**src/rtl/fba_pkg.sv**
```systemverilog
// ----------------------------------------------------------------------------
// fba_pkg
// Shared types and constants for the frame bitmap allocator.
// ----------------------------------------------------------------------------
package fba_pkg;

  localparam int unsigned OP_W     = 2;
  localparam int unsigned FRAME_W  = 15;
  localparam int unsigned STATUS_W = 2;
  localparam int unsigned CFG_W    = 16;

  typedef enum logic [OP_W-1:0] {
    OP_ALLOC = 2'd0,
    OP_MARK  = 2'd1,
    OP_FREE  = 2'd2,
    OP_TEST  = 2'd3
  } op_e;

  typedef enum logic [STATUS_W-1:0] {
    STAT_OK    = 2'd0,
    STAT_FULL  = 2'd1,
    STAT_RANGE = 2'd2
  } status_e;

  // controller to datapath
  typedef struct packed {
    logic    clr_wr;
    logic    ptr_clr;
    logic    scan_rd;
    logic    req_rd;
    logic    load_req;
    logic    fin;
    status_e fin_status;
  } cmd_t;

  // datapath to controller
  typedef struct packed {
    logic clr_last;
    logic words_zero;
    logic idx_oor;
    logic is_alloc;
    logic scan_issue;
    logic word_full;
    logic out_free;
  } sts_t;

endpackage

```
**src/rtl/fba_ctrl.sv**
```systemverilog
// ----------------------------------------------------------------------------
// fba_ctrl
// Sequencer for bitmap clearing, first-fit scan and read-modify-write.
// ----------------------------------------------------------------------------
module fba_ctrl (
  input  logic              clk_i,
  input  logic              rst_ni,
  input  logic              req_valid_i,
  output logic              req_ready_o,
  input  fba_pkg::sts_t     sts_i,
  output fba_pkg::cmd_t     cmd_o
);

  typedef enum logic [2:0] {
    S_CLEAR,
    S_IDLE,
    S_DECODE,
    S_SCAN,
    S_FIN
  } state_e;

  state_e               state_q, state_d;
  logic                 rv_q, rv_d;
  fba_pkg::status_e     stat_q, stat_d;

  assign req_ready_o = (state_q == S_IDLE);

  always_comb begin
    state_d = state_q;
    rv_d    = 1'b0;
    stat_d  = stat_q;
    cmd_o   = '0;
    cmd_o.fin_status = stat_q;
    case (state_q)
      S_CLEAR: begin
        cmd_o.clr_wr = 1'b1;
        if (sts_i.clr_last) begin
          state_d = S_IDLE;
        end
      end
      S_IDLE: begin
        if (req_valid_i) begin
          cmd_o.load_req = 1'b1;
          state_d        = S_DECODE;
        end
      end
      S_DECODE: begin
        if (sts_i.is_alloc) begin
          if (sts_i.words_zero) begin
            stat_d  = fba_pkg::STAT_FULL;
            state_d = S_FIN;
          end else begin
            cmd_o.ptr_clr = 1'b1;
            state_d       = S_SCAN;
          end
        end else if (sts_i.idx_oor) begin
          stat_d  = fba_pkg::STAT_RANGE;
          state_d = S_FIN;
        end else begin
          cmd_o.req_rd = 1'b1;
          stat_d       = fba_pkg::STAT_OK;
          state_d      = S_FIN;
        end
      end
      S_SCAN: begin
        if (rv_q && !sts_i.word_full) begin
          stat_d  = fba_pkg::STAT_OK;
          state_d = S_FIN;
        end else if (!rv_q && !sts_i.scan_issue) begin
          stat_d  = fba_pkg::STAT_FULL;
          state_d = S_FIN;
        end else begin
          cmd_o.scan_rd = sts_i.scan_issue;
          rv_d          = sts_i.scan_issue;
        end
      end
      S_FIN: begin
        if (sts_i.out_free) begin
          cmd_o.fin = 1'b1;
          state_d   = S_IDLE;
        end
      end
      default: begin
        state_d = S_IDLE;
      end
    endcase
  end

  always_ff @(posedge clk_i or negedge rst_ni) begin
    if (!rst_ni) begin
      state_q <= S_CLEAR;
      rv_q    <= 1'b0;
      stat_q  <= fba_pkg::STAT_OK;
    end else begin
      state_q <= state_d;
      rv_q    <= rv_d;
      stat_q  <= stat_d;
    end
  end

endmodule

```
**config.mk**
```make
export PLATFORM = sky130hd
export DESIGN_NAME = fba_ctrl
export DESIGN_NICKNAME = d
export VERILOG_FILES = /design/src/rtl/fba_pkg.sv /design/src/rtl/fba_ctrl.sv
export SDC_FILE = /design/constraint.sdc
export NUM_CORES = 1
export LEC_CHECK = 0
export ABC_AREA = 0
export BUFFER_PORTS_ARGS = -buffer_cell sky130_fd_sc_hd__buf_2
export CAP_MARGIN = 0
export CORE_AREA = 5 5 42 44
export CTS_CLUSTER_SIZE = 25
export DETAILED_ROUTE_END_ITERATION = 10
export DIE_AREA = 0 0 47 49
export PLACE_DENSITY = 0.56
export RECOVER_POWER = 100
export SYNTH_ARGS = -nofsm -noshare
export SYNTH_HDL_FRONTEND = slang
export SYNTH_SLANG_ARGS = --single-unit
```
**constraint.sdc**
```tcl
create_clock -name clk_i -period 4.13 [get_ports clk_i]
set_input_delay 0.826 -clock clk_i [delete_from_list [all_inputs] [get_ports clk_i]]
set_output_delay 0.826 -clock clk_i [all_outputs]
set_load 0.01 [all_outputs]
```
==> results.ini <==
[yosys]
synth_most_common_cell=dfrtp_1
syn_nets=50
syn_area_um2=402
synthAdderAreaFrac=0
synth-simple-area-share=0.302
synth_top_area_frac=0.374
syn_area_per_cell_um2=10.0
yosysUniqueCellTypes=23
synth_top_area_cell=dfrtp_1
ys_ff_latch=6
netlist_top_cells_area=dfrtp_1 (37%), and3b_1 (6.5%), mux2_1 (5.6%)
synth-xor-area-share=0
synth_common_cells=dfrtp_1 (6), nor3_1 (4), and3b_1 (3), nand2_1 (3)
ys.flop_type=dfrtp_1
synth_top_family_by_area=simple AND/OR/NAND/NOR gates
yosysSeqAreaShare=0.374
postSynth.asyncResetShare=1.00
synth_compound_area_frac=0.143
synth_warnings=0
syn_inst=40
yosys-mux-area-fraction=0.121
synth_edf_count=0

[floorplanning]
die_height_um=49
core_um2=1400
initial_core_util=0.287
num_rows=14
die_area_um2=2300
die_x_um=47
pin_count=19

[power]
power.switching_mw=0.133
switching_share=0.421
vdd_ir_drop_max_v=0.000355
fin_total_pwr_mw=0.317
seqPwrFrac=0.402
p_leak_nw=0.217
combPwrFrac=0.429
pwr_density_cell_nw_per_um2=644
intPower_mw=0.183
clockPowerShare=0.169

[flow_run]
drv_cap=0

[critical_path]
crit_path_end_kind=output port
startpoint_type=input port
crit_slowest_cell=nor3b_1
cp_common_cell=clkbuf_1
cp_slowest_stage_delay_ns=0.51
crit_chain=clkbuf_1 > nor3b_1 > and3b_1 > clkbuf_1
critPathTopFamily=simple AND/OR/NAND/NOR gates
cp_num_buf_inv=2
cp.required_ns=3.30
critical_path_arrival_ns=1.84
crit_fanout=4
crit_type=in -> out

[detailed_routing]
ant_nets=0
drcViolationCount=0
drtIter0Drc=3
num_vias=353
first_pass_iters=2
vias_per_cell=4.84
routed_wl_um=831
wire_per_inst_um=11.4

[timing]
hold_viol_final=0
finClkSkew_ns=0.00617
setup_viol=0
final.min_clock_period_ns=2.67
max_freq_ghz=0.375
worst_pin_slew_ns=0.577
slew-limit-headroom=0.615
rsz0062_at_grt=false
report.final.slew_viol_count=0
fin_crit_sh=0.646
finalSetupTns_ns=0

[finish]
antenna_cells=0
fillers=155
area_growth_pct=22.4
nNetsFinal=69
drive_above_1_share=0.228

[cts]
ctsHtreeMaxLevel=1
cts_buffer_depth=2
cts-resized-gates=0
path_clk_slew_ns=0.05
cts_hold_buf=0
cts_tree=done
cts_buffers=3
clock_latency_ns=0.24
cts-root-buf=clkbuf_4
clkSinkCount=6
post_cts_buffers=0

[global_route]
track_usage=0.0738
first_global_vias=300
grt_pass1_wl_mm=1.27
grt_start_max_net_pins=14
antenna_found_initial=0
grt-ovfl-total=0

[min_path]
hold_class=in -> async

[outcome]
status=finished clean

[placed_design]
place_hpwl_um=673
portBuffers=18
routabilityCongestion=0.726

==> area by class of cell <==
type / instances / area (um^2) / share of cell area
Clock buffer: 3 / 22.5 / 0.0458
Timing Repair Buffer: 18 / 76.3 / 0.155
Tap cell: 16 / 20.0 / 0.0407
Multi-Input combinational cell: 30 / 223 / 0.453
Sequential cell: 6 / 150 / 0.305
==> path summary, 6_finish.rpt <==
check                           startpoint         end  slack, ns  depth (start not counted)
worst max-delay path              sts_i[3]    cmd_o[6]       1.46                          4
worst min-delay path                rst_ni  state_q[1]       0.44                          1
worst max register to register  state_q[0]   stat_q[1]       2.51                          3
worst min register to register   stat_q[1]   stat_q[1]       0.49                          1
max in group asynchronous           rst_ni  state_q[2]       3.46                          1
min in group clk_i               stat_q[1]   stat_q[1]       0.49                          1
==> metrics by stage <==
step / utilization / hold WS [ns] / instances / worst slack (ns) / instance area (um^2)
floorplan: - / 0.529 / 40 / 1.95 / 402
global placement: 0.348 / 0.478 / 70 / 1.74 / 488
detailed placement: 0.348 / 0.475 / 70 / 1.73 / 488
CTS: 0.364 / 0.394 / 73 / 1.73 / 510
global route: 0.351 / 0.458 / 73 / 1.35 / 492
finish: 0.351 / 0.438 / 73 / 1.46 / 492
==> sequential cells by signal, summed over array words and instances (netlist names) <==
signal	flops
rv_q	1
stat_q	2
state_q	3
==> layout by cell type (no fill, tap or decap), drive strengths merged <==
| cell | count |
|---|---|
| a2111oi | 1 |
| nor3b | 3 |
| nor2 | 1 |
| mux2 | 4 |
| o21ai | 1 |
| nor3 | 4 |
| and3b | 3 |
| a21o | 1 |
| or2b | 1 |
| a31oi | 1 |
| nand2b | 2 |
| a21oi | 2 |
| buf | 7 |
| clkbuf | 14 |
| a211oi | 1 |
| dfrtp | 6 |
| nand2 | 3 |
| nor4 | 1 |
| and3 | 1 |
==> logic make-up after synthesis <==
family,Yosys count
compound gates,7
buf+inv,4
flops,6
mux,4
simple gates,19
==> power groups by stage <==
stage / registers [mW] / logic (mW) / clock network [mW]
3_5_place_dp: 0.129 / 0.146 / 0
6_report: 0.127 / 0.136 / 0.0534
2_1_floorplan: 0.105 / 0.130 / 0
4_1_cts: 0.129 / 0.147 / 0.0549
5_1_grt: 0.136 / 0.151 / 0.0601
3_3_place_gp: 0.129 / 0.146 / 0
==> metal layers <==
layer	global-route usage	vias to the layer above	part of all wire
met4	0	0	0
li1	-	179	-
met1	0.106	161	0.46
met3	0.0480	0	0.091
met2	0.0995	13	0.45
met5	0	-	0
==> worst register-to-register path, stage by stage, from the launching register on <==
cell and delay (ns):
dfrtp_1 0.51, nor3b_1 0.56, a211oi_4 0.08, mux2_1 0.34
(Power assumes the default switching activity.)
